**config.mk**
```make
export PLATFORM = sky130hd
export DESIGN_NAME = serial_mouse_packet_decoder_flat
export DESIGN_NICKNAME = d
export VERILOG_FILES = /design/src/rtl/smpd_pkg.sv /design/src/rtl/smpd_req_if.sv /design/src/rtl/smpd_rsp_if.sv /design/src/rtl/smpd_divider.sv /design/src/rtl/smpd_datapath.sv /design/src/rtl/smpd_controller.sv /design/src/rtl/serial_mouse_packet_decoder.sv /design/src/flat_wrapper.sv
export SDC_FILE = /design/constraint.sdc
export NUM_CORES = 1
export LEC_CHECK = 0
export ABC_AREA = 1
export BUFFER_PORTS_ARGS = -buffer_cell sky130_fd_sc_hd__buf_2
export CORE_MARGIN = 2
export CORE_UTILIZATION = 62
export CTS_BUF_LIST = sky130_fd_sc_hd__clkbuf_4 sky130_fd_sc_hd__clkbuf_8 sky130_fd_sc_hd__clkbuf_16
export DETAILED_ROUTE_END_ITERATION = 10
export GPL_TIMING_DRIVEN = 0
export PLACE_DENSITY = 0.91
export SLEW_MARGIN = 20
export SYNTH_ARGS = -nofsm -noshare
export SYNTH_HDL_FRONTEND = slang
export SYNTH_HIERARCHICAL = 1
export SYNTH_SLANG_ARGS = --single-unit
```
**constraint.sdc**
```tcl
create_clock -name clock -period 5.5 [get_ports clock]
set_input_delay 0.825 -clock clock [delete_from_list [all_inputs] [get_ports clock]]
set_output_delay 0.825 -clock clock [all_outputs]
set_load 0.01 [all_outputs]
```
**src/rtl/smpd_pkg.sv**
```systemverilog
// ----------------------------------------------------------------------------
// smpd_pkg
// Shared constants and controller/datapath types for the serial mouse
// packet decoder.
// ----------------------------------------------------------------------------
package smpd_pkg;

   // Header byte recognition: top five bits 10000
   localparam logic [7:0] HEADER_MASK = 8'hF8;
   localparam logic [7:0] HEADER_MARK = 8'h80;

   // Deltas with magnitude above this get accelerated in the second update
   localparam int ACCEL_LIMIT = 3;

   // Signed width of an (accelerated) delta: |d + 3d/1| <= 512
   localparam int DELTA_W = 11;

   // Divider sizing: dividend 3*|d| <= 384, 8-bit divisor
   localparam int QUO_W     = 9;
   localparam int DIVISOR_W = 8;
   localparam int CNT_W     = 4;

   // Configuration register indexes
   localparam int CSR_IDX_W = 3;
   localparam logic [CSR_IDX_W-1:0] REG_MIN_X         = 3'd0;
   localparam logic [CSR_IDX_W-1:0] REG_MIN_Y         = 3'd1;
   localparam logic [CSR_IDX_W-1:0] REG_MAX_X         = 3'd2;
   localparam logic [CSR_IDX_W-1:0] REG_MAX_Y         = 3'd3;
   localparam logic [CSR_IDX_W-1:0] REG_ACCEL_DIVISOR = 3'd4;

   // Configuration reset values
   localparam int MIN_X_RESET         = 0;
   localparam int MIN_Y_RESET         = 0;
   localparam int MAX_X_RESET         = 639;
   localparam int MAX_Y_RESET         = 479;
   localparam int ACCEL_DIVISOR_RESET = 6;

   // Which delta the divider works on
   localparam logic SEL_Y = 1'b0;
   localparam logic SEL_X = 1'b1;

   typedef struct packed {
      logic load_item;     // capture the accepted item
      logic set_pos;       // load cursor from the item
      logic store_header;  // keep header byte, count -> 1
      logic store_delta;   // keep first delta, count + 1
      logic load_plain;    // acc regs <= raw deltas
      logic div_start;     // start divider on 3*|d|
      logic div_start_sel;
      logic div_take;      // fold quotient into acc reg
      logic div_take_sel;
      logic update;        // apply acc regs to cursor, flip packet half
      logic load_out;      // move result into the output register
   } ctl_cmd_type;

   typedef struct packed {
      logic       command;
      logic       second_half;
      logic [1:0] byte_count;
      logic       header_ok;
      logic       div_done;
      logic       out_free;
   } dp_status_type;

endpackage

```
**src/rtl/smpd_req_if.sv**
```systemverilog
// ----------------------------------------------------------------------------
// smpd_req_if
// Request channel: received serial byte or set-position command.
// ----------------------------------------------------------------------------
interface smpd_req_if #(
   parameter int COORD_WIDTH = 12
);
   logic                   valid;
   logic                   ready;
   logic                   command;
   logic [7:0]             rx_byte;
   logic [COORD_WIDTH-1:0] new_x;
   logic [COORD_WIDTH-1:0] new_y;

   modport source (output valid, command, rx_byte, new_x, new_y, input ready);
   modport sink   (input valid, command, rx_byte, new_x, new_y, output ready);
endinterface

```
**src/rtl/smpd_rsp_if.sv**
```systemverilog
// ----------------------------------------------------------------------------
// smpd_rsp_if
// Response channel: cursor position and button state after an update.
// ----------------------------------------------------------------------------
interface smpd_rsp_if #(
   parameter int COORD_WIDTH = 12
);
   logic                   valid;
   logic                   ready;
   logic [COORD_WIDTH-1:0] pos_x;
   logic [COORD_WIDTH-1:0] pos_y;
   logic                   left_pressed;
   logic                   right_pressed;
   logic                   moved;

   modport source (output valid, pos_x, pos_y, left_pressed, right_pressed, moved,
                   input ready);
   modport sink   (input valid, pos_x, pos_y, left_pressed, right_pressed, moved,
                   output ready);
endinterface

```
**src/rtl/smpd_divider.sv**
```systemverilog
// ----------------------------------------------------------------------------
// smpd_divider
// Restoring radix-2 divider, one quotient bit per cycle. A zero divisor
// is treated as one.
// ----------------------------------------------------------------------------
module smpd_divider (
   input  logic                           clock,
   input  logic                           reset,
   input  logic                           start,
   input  logic [smpd_pkg::QUO_W-1:0]     dividend,
   input  logic [smpd_pkg::DIVISOR_W-1:0] divisor,
   output logic                           done,
   output logic [smpd_pkg::QUO_W-1:0]     quotient
);
   import smpd_pkg::*;

   logic [DIVISOR_W-1:0] rem_ff, rem_in;
   logic [QUO_W-1:0]     quo_ff, quo_in;
   logic [DIVISOR_W-1:0] div_ff, div_in;
   logic [CNT_W-1:0]     cnt_ff, cnt_in;
   logic                 busy_ff, busy_in;
   logic                 done_ff, done_in;

   logic [DIVISOR_W:0]   shifted;
   logic [DIVISOR_W:0]   diff;
   logic                 fits;

   always_comb begin
      shifted = {rem_ff, quo_ff[QUO_W-1]};
      diff    = shifted - {1'b0, div_ff};
      fits    = (shifted >= {1'b0, div_ff});

      rem_in  = rem_ff;
      quo_in  = quo_ff;
      div_in  = div_ff;
      cnt_in  = cnt_ff;
      busy_in = busy_ff;
      done_in = 1'b0;

      if (start) begin
         rem_in  = '0;
         quo_in  = dividend;
         div_in  = (divisor == '0) ? DIVISOR_W'(1) : divisor;
         cnt_in  = CNT_W'(QUO_W);
         busy_in = 1'b1;
      end else if (busy_ff) begin
         rem_in = fits ? diff[DIVISOR_W-1:0] : shifted[DIVISOR_W-1:0];
         quo_in = {quo_ff[QUO_W-2:0], fits};
         cnt_in = cnt_ff - CNT_W'(1);
         if (cnt_ff == CNT_W'(1)) begin
            busy_in = 1'b0;
            done_in = 1'b1;
         end
      end
   end

   always_ff @(posedge clock) begin
      if (reset) begin
         cnt_ff  <= '0;
         busy_ff <= 1'b0;
         done_ff <= 1'b0;
      end else begin
         cnt_ff  <= cnt_in;
         busy_ff <= busy_in;
         done_ff <= done_in;
      end
      rem_ff <= rem_in;
      quo_ff <= quo_in;
      div_ff <= div_in;
   end

   assign done     = done_ff;
   assign quotient = quo_ff;

endmodule

```
**src/rtl/smpd_datapath.sv**
```systemverilog
// ----------------------------------------------------------------------------
// smpd_datapath
// Packet state, cursor arithmetic, clamping, acceleration, configuration
// registers and the output register.
// ----------------------------------------------------------------------------
module smpd_datapath #(
   parameter int COORD_WIDTH = 12,
   parameter int CSR_W       = 12
) (
   input  logic                            clock,
   input  logic                            reset,
   input  smpd_pkg::ctl_cmd_type           cmd,
   output smpd_pkg::dp_status_type         status,
   // request payload
   input  logic                            req_command,
   input  logic [7:0]                      req_rx_byte,
   input  logic [COORD_WIDTH-1:0]          req_new_x,
   input  logic [COORD_WIDTH-1:0]          req_new_y,
   // configuration
   input  logic                            csr_we,
   input  logic [smpd_pkg::CSR_IDX_W-1:0]  csr_index,
   input  logic [CSR_W-1:0]                csr_wdata,
   // response
   output logic                            rsp_valid,
   input  logic                            rsp_ready,
   output logic [COORD_WIDTH-1:0]          rsp_pos_x,
   output logic [COORD_WIDTH-1:0]          rsp_pos_y,
   output logic                            rsp_left_pressed,
   output logic                            rsp_right_pressed,
   output logic                            rsp_moved
);
   import smpd_pkg::*;

   localparam int SUM_W = ((COORD_WIDTH + 2) > (DELTA_W + 1)) ? (COORD_WIDTH + 2)
                                                                : (DELTA_W + 1);

   // configuration
   logic [COORD_WIDTH-1:0] min_x_ff, min_y_ff, max_x_ff, max_y_ff;
   logic [DIVISOR_W-1:0]   accel_div_ff;

   // captured item
   logic                   item_cmd_ff;
   logic [7:0]             item_byte_ff;
   logic [COORD_WIDTH-1:0] item_x_ff, item_y_ff;

   // packet state
   logic                   second_half_ff;
   logic [1:0]             byte_count_ff;
   logic [7:0]             header_ff;
   logic [7:0]             first_delta_ff;
   logic [COORD_WIDTH-1:0] cur_x_ff, cur_y_ff;
   logic                   left_ff, right_ff;
   logic                   moved_ff;

   // working deltas
   logic signed [DELTA_W-1:0] acc_x_ff, acc_y_ff;

   // output register
   logic                   out_valid_ff;
   logic [COORD_WIDTH-1:0] out_x_ff, out_y_ff;
   logic                   out_left_ff, out_right_ff, out_moved_ff;

   // divider
   logic [QUO_W-1:0]       div_dividend, div_quotient;
   logic                   div_done;

   logic [7:0]             mag_x, mag_y, start_mag, take_mag;
   logic                   take_neg, take_big;
   logic signed [DELTA_W-1:0] q_ext, q_signed, take_acc;

   logic signed [SUM_W-1:0] sum_x, sum_y, lo_x, hi_x, lo_y, hi_y, clamp_x, clamp_y;
   logic [COORD_WIDTH-1:0] new_x, new_y;

   // magnitudes of the two raw deltas (-128 maps to 128)
   assign mag_x = item_byte_ff[7] ? 8'(-item_byte_ff) : item_byte_ff;
   assign mag_y = first_delta_ff[7] ? 8'(-first_delta_ff) : first_delta_ff;

   assign start_mag    = (cmd.div_start_sel == SEL_X) ? mag_x : mag_y;
   assign div_dividend = {1'b0, start_mag} + {start_mag, 1'b0};

   smpd_divider u_divider (
      .clock    (clock),
      .reset    (reset),
      .start    (cmd.div_start),
      .dividend (div_dividend),
      .divisor  (accel_div_ff),
      .done     (div_done),
      .quotient (div_quotient)
   );

   always_comb begin
      take_mag = (cmd.div_take_sel == SEL_X) ? mag_x : mag_y;
      take_neg = (cmd.div_take_sel == SEL_X) ? item_byte_ff[7] : first_delta_ff[7];
      take_big = (take_mag > 8'(ACCEL_LIMIT));
      take_acc = (cmd.div_take_sel == SEL_X) ? acc_x_ff : acc_y_ff;
      q_ext    = signed'({{(DELTA_W-QUO_W){1'b0}}, div_quotient});
      // quotient truncates toward zero: apply with the sign of d
      q_signed = take_neg ? -q_ext : q_ext;
   end

   // x drops by its delta, y rises by its delta; clamp to max then min
   always_comb begin
      sum_x = signed'({{(SUM_W-COORD_WIDTH){1'b0}}, cur_x_ff})
            - {{(SUM_W-DELTA_W){acc_x_ff[DELTA_W-1]}}, acc_x_ff};
      sum_y = signed'({{(SUM_W-COORD_WIDTH){1'b0}}, cur_y_ff})
            + {{(SUM_W-DELTA_W){acc_y_ff[DELTA_W-1]}}, acc_y_ff};
      lo_x  = signed'({{(SUM_W-COORD_WIDTH){1'b0}}, min_x_ff});
      hi_x  = signed'({{(SUM_W-COORD_WIDTH){1'b0}}, max_x_ff});
      lo_y  = signed'({{(SUM_W-COORD_WIDTH){1'b0}}, min_y_ff});
      hi_y  = signed'({{(SUM_W-COORD_WIDTH){1'b0}}, max_y_ff});

      clamp_x = (sum_x > hi_x) ? hi_x : sum_x;
      if (clamp_x < lo_x) clamp_x = lo_x;
      clamp_y = (sum_y > hi_y) ? hi_y : sum_y;
      if (clamp_y < lo_y) clamp_y = lo_y;

      new_x = clamp_x[COORD_WIDTH-1:0];
      new_y = clamp_y[COORD_WIDTH-1:0];
   end

   // configuration registers
   always_ff @(posedge clock) begin
      if (reset) begin
         min_x_ff     <= COORD_WIDTH'(MIN_X_RESET);
         min_y_ff     <= COORD_WIDTH'(MIN_Y_RESET);
         max_x_ff     <= COORD_WIDTH'(MAX_X_RESET);
         max_y_ff     <= COORD_WIDTH'(MAX_Y_RESET);
         accel_div_ff <= DIVISOR_W'(ACCEL_DIVISOR_RESET);
      end else if (csr_we) begin
         case (csr_index)
            REG_MIN_X:         min_x_ff     <= csr_wdata[COORD_WIDTH-1:0];
            REG_MIN_Y:         min_y_ff     <= csr_wdata[COORD_WIDTH-1:0];
            REG_MAX_X:         max_x_ff     <= csr_wdata[COORD_WIDTH-1:0];
            REG_MAX_Y:         max_y_ff     <= csr_wdata[COORD_WIDTH-1:0];
            REG_ACCEL_DIVISOR: accel_div_ff <= csr_wdata[DIVISOR_W-1:0];
            default: ;
         endcase
      end
   end

   // packet state and cursor
   always_ff @(posedge clock) begin
      if (reset) begin
         second_half_ff <= 1'b0;
         byte_count_ff  <= '0;
         header_ff      <= '0;
         first_delta_ff <= '0;
         cur_x_ff       <= '0;
         cur_y_ff       <= '0;
         left_ff        <= 1'b0;
         right_ff       <= 1'b0;
         out_valid_ff   <= 1'b0;
      end else begin
         if (cmd.set_pos) begin
            cur_x_ff <= item_x_ff;
            cur_y_ff <= item_y_ff;
         end
         if (cmd.store_header) begin
            header_ff     <= item_byte_ff;
            byte_count_ff <= 2'd1;
         end
         if (cmd.store_delta) begin
            first_delta_ff <= item_byte_ff;
            byte_count_ff  <= byte_count_ff + 2'd1;
         end
         if (cmd.update) begin
            cur_x_ff       <= new_x;
            cur_y_ff       <= new_y;
            second_half_ff <= ~second_half_ff;
            byte_count_ff  <= '0;
            if (!second_half_ff) begin
               right_ff <= ~header_ff[0];
               left_ff  <= ~header_ff[2];
            end
         end
         if (cmd.load_out) begin
            out_valid_ff <= 1'b1;
         end else if (rsp_ready) begin
            out_valid_ff <= 1'b0;
         end
      end
   end

   // payload registers
   always_ff @(posedge clock) begin
      if (cmd.load_item) begin
         item_cmd_ff  <= req_command;
         item_byte_ff <= req_rx_byte;
         item_x_ff    <= req_new_x;
         item_y_ff    <= req_new_y;
      end
      if (cmd.load_plain) begin
         acc_x_ff <= DELTA_W'(signed'(item_byte_ff));
         acc_y_ff <= DELTA_W'(signed'(first_delta_ff));
      end else if (cmd.div_take && take_big) begin
         if (cmd.div_take_sel == SEL_X) acc_x_ff <= take_acc + q_signed;
         else                           acc_y_ff <= take_acc + q_signed;
      end
      if (cmd.update) begin
         moved_ff <= (new_x != cur_x_ff) || (new_y != cur_y_ff);
      end
      if (cmd.load_out) begin
         out_x_ff     <= cur_x_ff;
         out_y_ff     <= cur_y_ff;
         out_left_ff  <= left_ff;
         out_right_ff <= right_ff;
         out_moved_ff <= moved_ff;
      end
   end

   assign status.command     = item_cmd_ff;
   assign status.second_half = second_half_ff;
   assign status.byte_count  = byte_count_ff;
   assign status.header_ok   = ((item_byte_ff & HEADER_MASK) == HEADER_MARK);
   assign status.div_done    = div_done;
   assign status.out_free    = !out_valid_ff || rsp_ready;

   assign rsp_valid         = out_valid_ff;
   assign rsp_pos_x         = out_x_ff;
   assign rsp_pos_y         = out_y_ff;
   assign rsp_left_pressed  = out_left_ff;
   assign rsp_right_pressed = out_right_ff;
   assign rsp_moved         = out_moved_ff;

endmodule

```
**src/rtl/smpd_controller.sv**
```systemverilog
// ----------------------------------------------------------------------------
// smpd_controller
// Sequencer: takes one item, decodes it against the packet phase and
// steps the datapath through divide, update and result hand-off.
// ----------------------------------------------------------------------------
module smpd_controller (
   input  logic                     clock,
   input  logic                     reset,
   input  logic                     req_valid,
   output logic                     req_ready,
   input  smpd_pkg::dp_status_type  status,
   output smpd_pkg::ctl_cmd_type    cmd
);
   import smpd_pkg::*;

   localparam logic [2:0] S_IDLE   = 3'd0;
   localparam logic [2:0] S_DECODE = 3'd1;
   localparam logic [2:0] S_DIV_Y  = 3'd2;
   localparam logic [2:0] S_DIV_X  = 3'd3;
   localparam logic [2:0] S_UPDATE = 3'd4;
   localparam logic [2:0] S_EMIT   = 3'd5;

   logic [2:0] state_ff, state_in;

   always_comb begin
      state_in  = state_ff;
      cmd       = '0;
      req_ready = 1'b0;

      case (state_ff)
         S_IDLE: begin
            req_ready = 1'b1;
            if (req_valid) begin
               cmd.load_item = 1'b1;
               state_in      = S_DECODE;
            end
         end
         S_DECODE: begin
            state_in = S_IDLE;
            if (status.command) begin
               cmd.set_pos = 1'b1;
            end else if (!status.second_half) begin
               case (status.byte_count)
                  2'd0: cmd.store_header = status.header_ok;
                  2'd1: cmd.store_delta  = 1'b1;
                  2'd2: begin
                     cmd.load_plain = 1'b1;
                     state_in       = S_UPDATE;
                  end
                  default: ;
               endcase
            end else if (status.byte_count == 2'd0) begin
               cmd.store_delta = 1'b1;
            end else begin
               // fifth byte: accelerate y then x through the shared divider
               cmd.load_plain    = 1'b1;
               cmd.div_start     = 1'b1;
               cmd.div_start_sel = SEL_Y;
               state_in          = S_DIV_Y;
            end
         end
         S_DIV_Y: begin
            if (status.div_done) begin
               cmd.div_take      = 1'b1;
               cmd.div_take_sel  = SEL_Y;
               cmd.div_start     = 1'b1;
               cmd.div_start_sel = SEL_X;
               state_in          = S_DIV_X;
            end
         end
         S_DIV_X: begin
            if (status.div_done) begin
               cmd.div_take     = 1'b1;
               cmd.div_take_sel = SEL_X;
               state_in         = S_UPDATE;
            end
         end
         S_UPDATE: begin
            cmd.update = 1'b1;
            state_in   = S_EMIT;
         end
         S_EMIT: begin
            if (status.out_free) begin
               cmd.load_out = 1'b1;
               state_in     = S_IDLE;
            end
         end
         default: state_in = S_IDLE;
      endcase
   end

   always_ff @(posedge clock) begin
      if (reset) state_ff <= S_IDLE;
      else       state_ff <= state_in;
   end

endmodule

```
**src/rtl/serial_mouse_packet_decoder.sv**
```systemverilog
// ----------------------------------------------------------------------------
// serial_mouse_packet_decoder
// Five-byte serial mouse packet decoder with cursor tracking.
// ----------------------------------------------------------------------------
// req_chan carries either a received serial byte (command = 0) or a
// set-position command (command = 1, loads new_x/new_y, no response).
// rsp_chan gives one cursor/button result after the third and after the
// fifth byte of a packet. Bytes before a header are dropped silently.
// csr_* is a write-only port for min/max limits and the acceleration
// divisor; write it only while the block is idle.
// Sequence: a byte that gives no result goes through transfer and decode.
// The third byte goes on through update and emit to its result. The fifth
// byte runs both deltas, y then x, through one shared radix-2 divider
// before its update and emit.
// Reset returns the limits to 0/0/639/479, the divisor to 6, the cursor
// to 0,0 and the decoder to waiting for a header.
// A stalled rsp_chan does not block req_chan: the next item is taken
// while the result waits in the output register; only an item that has
// its own result waits for that register to drain.
// ----------------------------------------------------------------------------
module serial_mouse_packet_decoder #(
   parameter int  COORD_WIDTH = 12,
   localparam int CSR_W       = (COORD_WIDTH > 8) ? COORD_WIDTH : 8
) (
   input  logic                           clock,
   input  logic                           reset,
   smpd_req_if.sink                       req_chan,
   smpd_rsp_if.source                     rsp_chan,
   input  logic                           csr_we,
   input  logic [smpd_pkg::CSR_IDX_W-1:0] csr_index,
   input  logic [CSR_W-1:0]               csr_wdata
);
   import smpd_pkg::*;

   ctl_cmd_type   cmd;
   dp_status_type status;

   smpd_controller u_controller (
      .clock     (clock),
      .reset     (reset),
      .req_valid (req_chan.valid),
      .req_ready (req_chan.ready),
      .status    (status),
      .cmd       (cmd)
   );

   smpd_datapath #(
      .COORD_WIDTH (COORD_WIDTH),
      .CSR_W       (CSR_W)
   ) u_datapath (
      .clock             (clock),
      .reset             (reset),
      .cmd               (cmd),
      .status            (status),
      .req_command       (req_chan.command),
      .req_rx_byte       (req_chan.rx_byte),
      .req_new_x         (req_chan.new_x),
      .req_new_y         (req_chan.new_y),
      .csr_we            (csr_we),
      .csr_index         (csr_index),
      .csr_wdata         (csr_wdata),
      .rsp_valid         (rsp_chan.valid),
      .rsp_ready         (rsp_chan.ready),
      .rsp_pos_x         (rsp_chan.pos_x),
      .rsp_pos_y         (rsp_chan.pos_y),
      .rsp_left_pressed  (rsp_chan.left_pressed),
      .rsp_right_pressed (rsp_chan.right_pressed),
      .rsp_moved         (rsp_chan.moved)
   );

endmodule
```
**src/flat_wrapper.sv**
```systemverilog
// flat-port wrapper written by rule: the top's interface ports become plain ports
module serial_mouse_packet_decoder_flat import smpd_pkg::*;
#(
   parameter int  COORD_WIDTH = 12,
   localparam int CSR_W       = (COORD_WIDTH > 8) ? COORD_WIDTH : 8
)
  (clock, reset, csr_we, csr_index, csr_wdata, req_chan_valid, req_chan_command, req_chan_rx_byte, req_chan_new_x, req_chan_new_y, req_chan_ready, rsp_chan_valid, rsp_chan_pos_x, rsp_chan_pos_y, rsp_chan_left_pressed, rsp_chan_right_pressed, rsp_chan_moved, rsp_chan_ready);
  smpd_req_if #(.COORD_WIDTH(COORD_WIDTH)) req_chan_i ();
  smpd_rsp_if #(.COORD_WIDTH(COORD_WIDTH)) rsp_chan_i ();
  input  logic clock;
  input  logic reset;
  input  logic csr_we;
  input  logic [smpd_pkg::CSR_IDX_W-1:0] csr_index;
  input  logic [CSR_W-1:0] csr_wdata;
  input wire logic [$bits(req_chan_i.valid)-1:0] req_chan_valid;
  input wire logic [$bits(req_chan_i.command)-1:0] req_chan_command;
  input wire logic [$bits(req_chan_i.rx_byte)-1:0] req_chan_rx_byte;
  input wire logic [$bits(req_chan_i.new_x)-1:0] req_chan_new_x;
  input wire logic [$bits(req_chan_i.new_y)-1:0] req_chan_new_y;
  output wire logic [$bits(req_chan_i.ready)-1:0] req_chan_ready;
  output wire logic [$bits(rsp_chan_i.valid)-1:0] rsp_chan_valid;
  output wire logic [$bits(rsp_chan_i.pos_x)-1:0] rsp_chan_pos_x;
  output wire logic [$bits(rsp_chan_i.pos_y)-1:0] rsp_chan_pos_y;
  output wire logic [$bits(rsp_chan_i.left_pressed)-1:0] rsp_chan_left_pressed;
  output wire logic [$bits(rsp_chan_i.right_pressed)-1:0] rsp_chan_right_pressed;
  output wire logic [$bits(rsp_chan_i.moved)-1:0] rsp_chan_moved;
  input wire logic [$bits(rsp_chan_i.ready)-1:0] rsp_chan_ready;
  assign req_chan_i.valid = req_chan_valid;
  assign req_chan_i.command = req_chan_command;
  assign req_chan_i.rx_byte = req_chan_rx_byte;
  assign req_chan_i.new_x = req_chan_new_x;
  assign req_chan_i.new_y = req_chan_new_y;
  assign req_chan_ready = req_chan_i.ready;
  assign rsp_chan_valid = rsp_chan_i.valid;
  assign rsp_chan_pos_x = rsp_chan_i.pos_x;
  assign rsp_chan_pos_y = rsp_chan_i.pos_y;
  assign rsp_chan_left_pressed = rsp_chan_i.left_pressed;
  assign rsp_chan_right_pressed = rsp_chan_i.right_pressed;
  assign rsp_chan_moved = rsp_chan_i.moved;
  assign rsp_chan_i.ready = rsp_chan_ready;
  serial_mouse_packet_decoder #(.COORD_WIDTH(COORD_WIDTH)) u_core (.clock(clock), .reset(reset), .req_chan(req_chan_i), .rsp_chan(rsp_chan_i), .csr_we(csr_we), .csr_index(csr_index), .csr_wdata(csr_wdata));
endmodule
```
==> run_results.csv, run 1 <==
group,metric,value,unit
place,gp_congestion,1.03,
clock_tree,h-tree-depth,1,
setup_path,crit_top_cell,"nand2_1",
sta,setup_tns,0,ns
clock_tree,clock_sink_count,213,
clock_tree,numCtsBuffers,23,
logic_synthesis,postSynthAreaPerCell,7.69,um2
logic_synthesis,synth_top_area_share,22.9,%
power_and_ir_drop,leakage,6.87,nW
detailed_routing,vias,12528,
setup_path,slowest_stage,"edfxtp_1",
cells_and_area,syn2layout_area_growth,16.4,%
hold_path,hold_path_end,"u_core/u_datapath/rsp_moved",
global_routing,antenna_found_initial,0,
logic_synthesis,synth_cells,1702,
floorplanning,die_w,149,um
power_and_ir_drop,p_total,3.79,mW
sta,max_slew_margin,31.9,%
sta,fin_skew,0.00895,ns
run_status,status,"completed",
floorplanning,die_area,22300,um2
logic_synthesis,yosysTopAreaCell,"edfxtp_1",
clock_tree,cts-hold-fix-buffers,0,
hold_path,holdPathStages,0,
sta,fmax,0.185,GHz
power_and_ir_drop,swShare,26.2,%
global_routing,grt_usage,33.0,%
cells_and_area,nNetsFinal,1992,
logic_synthesis,synth_flop_cell,"dfxtp_1",
setup_path,crit_required,5.76,ns
setup_path,reg2reg_from,"u_core/u_datapath/acc_y_ff[0]",
logic_synthesis,synth_compound_area_share,12.9,%
power_and_ir_drop,pwr-share-seq,45.7,%
detailed_routing,drt_wl_total,38300,um
setup_path,worstSetupEndpointType,"register",
hold_path,worstHoldPathType,"register to register",
setup_path,cp-start-kind,"register",
logic_synthesis,yosys.area_share.adder,10.5,%
clock_tree,cts.path.max_buffers,3,
global_routing,gr-total-overflow,0,
setup_path,ff2ff_path_depth,37,
logic_synthesis,ys.warnings.count,6,
logic_synthesis,synth_edf_count,100,
floorplanning,die_y,149,um
place,place.port_buffers,81,
cells_and_area,num_antenna_cells,0,
detailed_routing,drtIter0Drc,1542,
sta,fin_crit_sh,98.1,%
logic_synthesis,syn_nets,1862,
power_and_ir_drop,p_sw,994,uW
setup_path,rrSetupSlack,0.11,ns
logic_synthesis,ys_types,47,
sta,finalMaxSlewViolations,0,
power_and_ir_drop,combPwrFrac,12.5,%
clock_tree,insertion_delay,0.53,ns
logic_synthesis,synth.area.top_cells,"edfxtp_1 23%, dfxtp_1 17%, nand2_1 13%, ha_1 9.8%, inv_1 6.3%",
logic_synthesis,synth_top_family_by_area,"simple AND/OR/NAND/NOR gates",
detailed_routing,ant_nets,0,
power_and_ir_drop,power.density,249,nW/um2
global_routing,grt_max_degree,15,
job,drv_cap,0,
cells_and_area,utilization,72.9,%
hold_path,hp-start,"u_core/u_datapath/moved_ff",
detailed_routing,drcViolationCount,0,
setup_path,critPathTopFamily,"simple AND/OR/NAND/NOR gates",
power_and_ir_drop,clkPwrFrac,41.8,%
clock_tree,clockRootBuffer,"clkbuf_16",
power_and_ir_drop,power.internal,2.79,mW
logic_synthesis,yosysSeqAreaShare,40.2,%
clock_tree,cts_tree,"done",
logic_synthesis,syn_area,13100,um2
sta,setup_viol,0,
floorplanning,start_util,62.7,%
setup_path,cp_num_buf_inv,5,
setup_path,critPathMaxStageDelay,0.40,ns
global_routing,grt_pass1_wl,57500,um
power_and_ir_drop,irDropWorstVdd,0.317,mV
logic_synthesis,synth_seq_cells,213,
detailed_routing,wl_per_cell,18.0,um
sta,hold_violations,0,
setup_path,r2r_end,"u_core/u_datapath/moved_ff",
place,dp_hpwl,28600,um
setup_path,path_class,"register to register",
cells_and_area,layout-drive-gt1-share,15.5,%
setup_path,critical_path.max_fanout,10,
global_routing,grt_pass1_vias,11358,
floorplanning,core_area,20900,um2
floorplanning,ios,82,
sta,period_needed,5.39,ns
logic_synthesis,muxShareOfSynthArea,0,%
clock_tree,clkSlewWorstSetupHoldPaths,0.06,ns
logic_synthesis,synthXorXnorAreaFrac,3.21,%
floorplanning,rows,53,
setup_path,cp_data_arrival_time,5.66,ns
sta,rsz0062_at_grt,"true",
detailed_routing,drt-pass1-iter-count,8,
logic_synthesis,async_reset_ff_share,0,%
logic_synthesis,synth-simple-area-share,24.6,%
sta,tightest_slew,1.01,ns
detailed_routing,vias_per_cell,5.90,
[metal layers]
layer | routed length, um | global-route usage (%) | part of all wire [%]
met1 | 14900 | 44.6 | 39
met2 | 17100 | 52.7 | 45
met3 | 4590 | 6.15 | 12
met4 | 1820 | 12.7 | 4.8
met5 | 0 | 0 | 0
[cells in the mapped netlist, types with 7 or more instances]
master	instances
a21oi_1	106
a31oi_1	34
clkbuf_1	43
dfxtp_1	113
edfxtp_1	100
ha_1	102
inv_1	221
inv_2	9
nand2_1	450
nand2_2	12
nand2_4	7
nand3_1	97
nand3b_1	20
nand4_1	10
nor2_1	94
nor3_1	26
o211ai_1	11
o21ai_0	129
xnor2_1	14
xor2_1	34
[what timing repair did]
item / in CTS / in global routing
pin swaps: 2 / 25
setup buffers: 4 / 11
gates resized for setup: 28 / 88
cloned: 0 / 2
endpoints found under the setup margin: 1 / 5
[cell type report]
type                    instances  area [um2]
plain buffers                  53         269
clock buffers                  32         719
clock inverters                10        75.1
fillers                      1518        5660
inverters                     234         881
multi-input cells            1202        7060
flip-flops and latches        213        5280
well taps                     275         344
repair buffers                105         604
[sequential cells by signal, summed over array words and instances, names as in the netlist, 9 cells and up]
signal / flops
u_core/u_datapath/cur_x_ff: 12
u_core/u_datapath/rsp_pos_y: 12
u_core/u_datapath/item_y_ff: 12
u_core/u_datapath/acc_x_ff: 11
u_core/u_datapath/u_divider/quotient: 9
u_core/u_datapath/acc_y_ff: 11
u_core/u_datapath/min_x_ff: 12
u_core/u_datapath/max_x_ff: 12
u_core/u_datapath/rsp_pos_x: 12
u_core/u_datapath/item_x_ff: 12
u_core/u_datapath/max_y_ff: 12
u_core/u_datapath/min_y_ff: 12
u_core/u_datapath/cur_y_ff: 12
[layout by cell type, fill, tap and decap left out, types with 11 or more instances in the layout]
cell	instances
nand2_1	440
inv_1	220
o21ai_0	111
dfxtp_1	103
a21oi_1	100
edfxtp_1	100
nand3_1	94
ha_1	91
nor2_1	87
buf_2	84
clkbuf_1	39
a31oi_1	32
xor2_1	32
clkbuf_16	28
buf_4	25
nor3_1	24
nand2_2	21
nand3b_1	20
xnor2_1	13
inv_2	11
nor2_2	11
o211ai_1	11
[worst reg2reg max path: cells and delay by family, from the launching register on]
kind            cells  cell delay (ns)
simple gates       23             2.10
buf+inv             5             0.60
xor+xnor            1             0.14
flops               1             0.40
fa+ha+maj           4             1.15
compound gates      4             0.72
[cells by family (layout without fill, tap and decap cells)]
group,count (synthesis),in the layout
xor gates and xnor gates,48,48
AOI/OAI and AO/OA,307,307
DFF,213,213
and+or+nand+nor,740,740
adders and majority gates,107,107
buffers and inverters,287,434
[per-stage QoR]
step / cell area (um2) / cells / hold slack, ns / worst slack, ns
2_1_floorplan: 13100 / 1702 / 0.400 / 0.741
3_3_place_gp: 13800 / 2058 / 0.405 / -0.276
3_5_place_dp: 13900 / 2065 / 0.412 / -0.426
4_1_cts: 14800 / 2111 / 0.431 / 0.0372
5_1_grt: 15200 / 2124 / 0.450 / -0.145
6_report: 15200 / 2124 / 0.427 / 0.107
[power groups by stage]
stage                     Combinational, mW  Clock [mW]  Sequential (mW)
after floorplan                       0.279           0             1.74
after global placement                0.379           0             1.76
after detailed placement              0.399           0             1.76
after global routing                  0.517        1.67             1.73
after CTS                             0.411        1.60             1.73
final                                 0.474        1.58             1.73
[worst max-delay path by stage]
stage | start | end | slack, ns | cells after the start
global route | u_core/u_datapath/acc_y_ff[4] | u_core/u_datapath/moved_ff | -0.15 | 36
finish | u_core/u_datapath/acc_y_ff[0] | u_core/u_datapath/moved_ff | 0.11 | 37
global placement | u_core/u_datapath/cur_y_ff[0] | u_core/u_datapath/moved_ff | -0.28 | 37
CTS | u_core/u_datapath/acc_y_ff[2] | u_core/u_datapath/moved_ff | 0.04 | 34
floorplan | u_core/u_datapath/cur_y_ff[0] | u_core/u_datapath/moved_ff | 0.74 | 37
detailed placement | u_core/u_datapath/cur_y_ff[0] | u_core/u_datapath/moved_ff | -0.43 | 37
Power figures use the tool's default switching activity.
==> run 2, diff against run 1 <==
--- a/config.mk
+++ b/config.mk
@@ -5,7 +5,6 @@
 export SDC_FILE = /design/constraint.sdc
 export NUM_CORES = 1
 export LEC_CHECK = 0
-export ABC_AREA = 1
 export BUFFER_PORTS_ARGS = -buffer_cell sky130_fd_sc_hd__buf_2
 export CORE_MARGIN = 2
 export CORE_UTILIZATION = 62
==> run 2 against run 1 <==
The flow now finishes with violations (design-rule violations, negative setup slack); first-iteration DRC count up 1.9%; cell count down 6.6%; final area up 9.3%; count of clock-buffer cells in the layout up 6; total power up 11%; area after synthesis up 5.0%; synthesized cell count down 10%; sequential share of layout area down 3.0 points; setup slack worse by 1.4 ns; critical path type unchanged.
==> run_results.csv, run 2 <==
group,metric,value,unit
sta,fin_crit_sh,123,%
setup_path,critPathMaxStageDelay,0.58,ns
setup_path,slowest_stage,"or4_4",
setup_path,rrSetupSlack,-1.28,ns
global_routing,grt_pass1_vias,12636,
global_routing,gr-total-overflow,0,
logic_synthesis,ys.warnings.count,6,
sta,tightest_slew,1.06,ns
hold_path,hold_path_end,"u_core/u_datapath/item_y_ff[6]",
floorplanning,core_area,21800,um2
clock_tree,h-tree-depth,1,
detailed_routing,drtIter0Drc,1572,
logic_synthesis,synth_top_family_by_area,"compound AO/OA/AOI/OAI gates",
sta,finalMaxSlewViolations,0,
cells_and_area,layout_commonest_cell,"nand2_1",
setup_path,crit_required,5.76,ns
sta,rsz0062_at_grt,"true",
setup_path,cp-start-kind,"register",
detailed_routing,vias,13252,
logic_synthesis,yosysSeqAreaShare,38.3,%
sta,setup_tns,-14.72,ns
logic_synthesis,postSynthAreaPerCell,8.98,um2
global_routing,grt_pass1_wl,66900,um
sta,hold_slack,0.456,ns
sta,hold_violations,0,
hold_path,holdPathStages,1,
logic_synthesis,synth_top_area_share,21.8,%
clock_tree,clkSlewWorstSetupHoldPaths,0.06,ns
logic_synthesis,yosys.area_share.adder,10.0,%
logic_synthesis,synth.area.top_cells,"edfxtp_1 22%, dfxtp_1 16%, ha_1 9.3%, nand2_1 4.7%, a21oi_1 4.0%",
logic_synthesis,syn_area,13700,um2
detailed_routing,vias_per_cell,6.68,
detailed_routing,drt_wl_total,46100,um
hold_path,hp-start,"req_chan_new_y[6]",
floorplanning,start_util,63.0,%
job,drv_cap,0,
setup_path,worstSetupEndpointType,"register",
cells_and_area,num_antenna_cells,0,
setup_path,path_class,"register to register",
logic_synthesis,muxShareOfSynthArea,5.22,%
logic_synthesis,synth_compound_area_share,19.8,%
sta,setup_viol,25,
logic_synthesis,synthXorXnorAreaFrac,4.78,%
cells_and_area,mostFrequentLayoutCells,"169 x nand2_1, 128 x inv_1, 116 x nor2_1, 103 x dfxtp_1, 100 x edfxtp_1",
logic_synthesis,synth_seq_cells,213,
setup_path,ff2ff_path_depth,28,
place,dp_hpwl,30600,um
cells_and_area,register_area,5280,um2
detailed_routing,drt-pass1-iter-count,9,
cells_and_area,fillerInstances,1369,
setup_path,cp_data_arrival_time,7.03,ns
logic_synthesis,ys_types,89,
sta,max_slew_margin,29.4,%
logic_synthesis,async_reset_ff_share,0,%
power_and_ir_drop,leakage,6.60,nW
place,place.port_buffers,81,
logic_synthesis,synth_edf_count,100,
run_status,violations,"design-rule violations, negative setup slack",
floorplanning,die_y,153,um
sta,fin_skew,0.0371,ns
logic_synthesis,synth_cells,1530,
detailed_routing,wl_per_cell,23.2,um
setup_path,r2r_end,"u_core/u_datapath/moved_ff",
logic_synthesis,ys_top_cells_by_count,"172 x nand2_1, 132 x inv_1, 126 x nor2_1, 113 x dfxtp_1, 109 x a21oi_1",
global_routing,antenna_found_initial,0,
clock_tree,insertion_delay,0.55,ns
cells_and_area,utilization,76.3,%
sta,fin_ws,-1.28,ns
run_status,status,"finished with violations",
sta,fmax,0.148,GHz
logic_synthesis,yosysTopAreaCell,"edfxtp_1",
cells_and_area,layout-drive-gt1-share,21.4,%
clock_tree,cts.path.max_buffers,3,
global_routing,grt_max_degree,25,
power_and_ir_drop,power.density,252,nW/um2
floorplanning,die_area,23400,um2
place,dpl_cell_area,14600,um2
setup_path,critical_path.max_fanout,6,
logic_synthesis,syn_nets,1690,
cells_and_area,final_cell_area,16700,um2
setup_path,reg2reg_from,"u_core/u_datapath/acc_x_ff[0]",
power_and_ir_drop,irDropWorstVdd,0.232,mV
place,gp_congestion,1.02,
clock_tree,clockRootBuffer,"clkbuf_16",
logic_synthesis,synth.most_common_cell,"nand2_1",
logic_synthesis,synth_flop_cell,"dfxtp_1",
cells_and_area,multi_input_area,8400,um2
floorplanning,die_w,153,um
hold_path,worstHoldPathType,"input pin to register",
detailed_routing,ant_nets,0,
sta,period_needed,6.78,ns
cells_and_area,nNetsFinal,1845,
global_routing,grt_usage,35.7,%
logic_synthesis,synth-simple-area-share,15.9,%
clock_tree,cts_tree,"done",
cells_and_area,syn2layout_area_growth,21.1,%
floorplanning,ios,82,
floorplanning,rows,54,
detailed_routing,drcViolationCount,1,
clock_tree,clock_sink_count,213,
clock_tree,numCtsBuffers,24,
-- run 2: cell types whose count changed after synthesis, moves of 17 or more --
cell,previous run,this run
nand2_1,450,172
mux2_2,0,30
o21ai_0,129,49
nor2_1,94,126
nor2b_1,0,21
a31oi_1,34,8
nand3_1,97,22
a211oi_1,6,66
inv_1,221,132
a21o_1,3,23
xnor2_1,14,50
mux2i_1,0,38
o21a_1,0,17
-- run 2: stage by stage --
step | cells | setup WS [ns] | total power [mW]
after floorplan | 1530 | -0.369 | 2.15
after global placement | 1891 | -1.66 | 2.30
after detailed placement | 1893 | -1.66 | 2.31
after CTS | 1965 | -0.938 | 4.08
after global routing | 1983 | -1.33 | 4.31
final | 1983 | -1.28 | 4.20
-- run 2: cells by family after synthesis --
group                      Yosys count
muxes                               68
buffers and inverters              207
AOI/OAI and AO/OA                  396
adders and majority gates          107
and+or+nand+nor                    464
xor gates and xnor gates            75
DFF                                213
-- run 2: routing by layer --
| metal | track usage [%] | part of all wire, % | wire length [um] |
|---|---|---|---|
| met1 | 44.6 | 36 | 16800 |
| met3 | 6.97 | 11 | 5220 |
| met4 | 20.8 | 7.6 | 3500 |
| met5 | 0 | 0 | 0 |
| met2 | 57.9 | 45 | 20600 |
-- run 2: worst max path at each step --
stage / startpoint / end / cells past startpoint
3_3_place_gp: u_core/u_datapath/cur_x_ff[6] / u_core/u_datapath/moved_ff / 25
3_5_place_dp: u_core/u_datapath/cur_x_ff[6] / u_core/u_datapath/moved_ff / 25
2_1_floorplan: u_core/u_datapath/cur_x_ff[0] / u_core/u_datapath/moved_ff / 30
5_1_grt: u_core/u_datapath/acc_x_ff[0] / u_core/u_datapath/moved_ff / 30
4_1_cts: u_core/u_datapath/acc_x_ff[0] / u_core/u_datapath/moved_ff / 27
6_report: u_core/u_datapath/acc_x_ff[0] / u_core/u_datapath/moved_ff / 28
-- run 2: worst max-delay path, delay by kind of cell (launching register included) --
kind / cells / cell delay [ns]
DFF: 1 / 0.49
and+or+nand+nor: 9 / 2.30
muxes: 2 / 0.46
buffers and inverters: 3 / 0.31
adders and majority gates: 4 / 0.98
AOI/OAI and AO/OA: 10 / 1.97
-- run 2: area by class of cell --
class,instances,area share (%)
clock inverter,6,0.421
sequential,213,31.7
clock buffer,38,4.79
inverter,133,3.00
multi-input combinational,1111,50.4
tap,280,2.10
buffer,73,2.23
timing repair buffer,129,5.33
-- run 2: repair_timing --
item / 4_1_cts / 5_1_grt
pin swaps: 45 / 39
gates cloned: 2 / 2
endpoints found under the setup margin: 25 / 27
hold buffers: 0 / 0
setup buffers: 26 / 18
gates resized for setup: 110 / 64
-- run 2: where the power goes --
group          switching, mW  internal, mW
clock network          0.675          1.04
registers             0.0531          1.70
logic                  0.416         0.315
total                   1.14          3.06
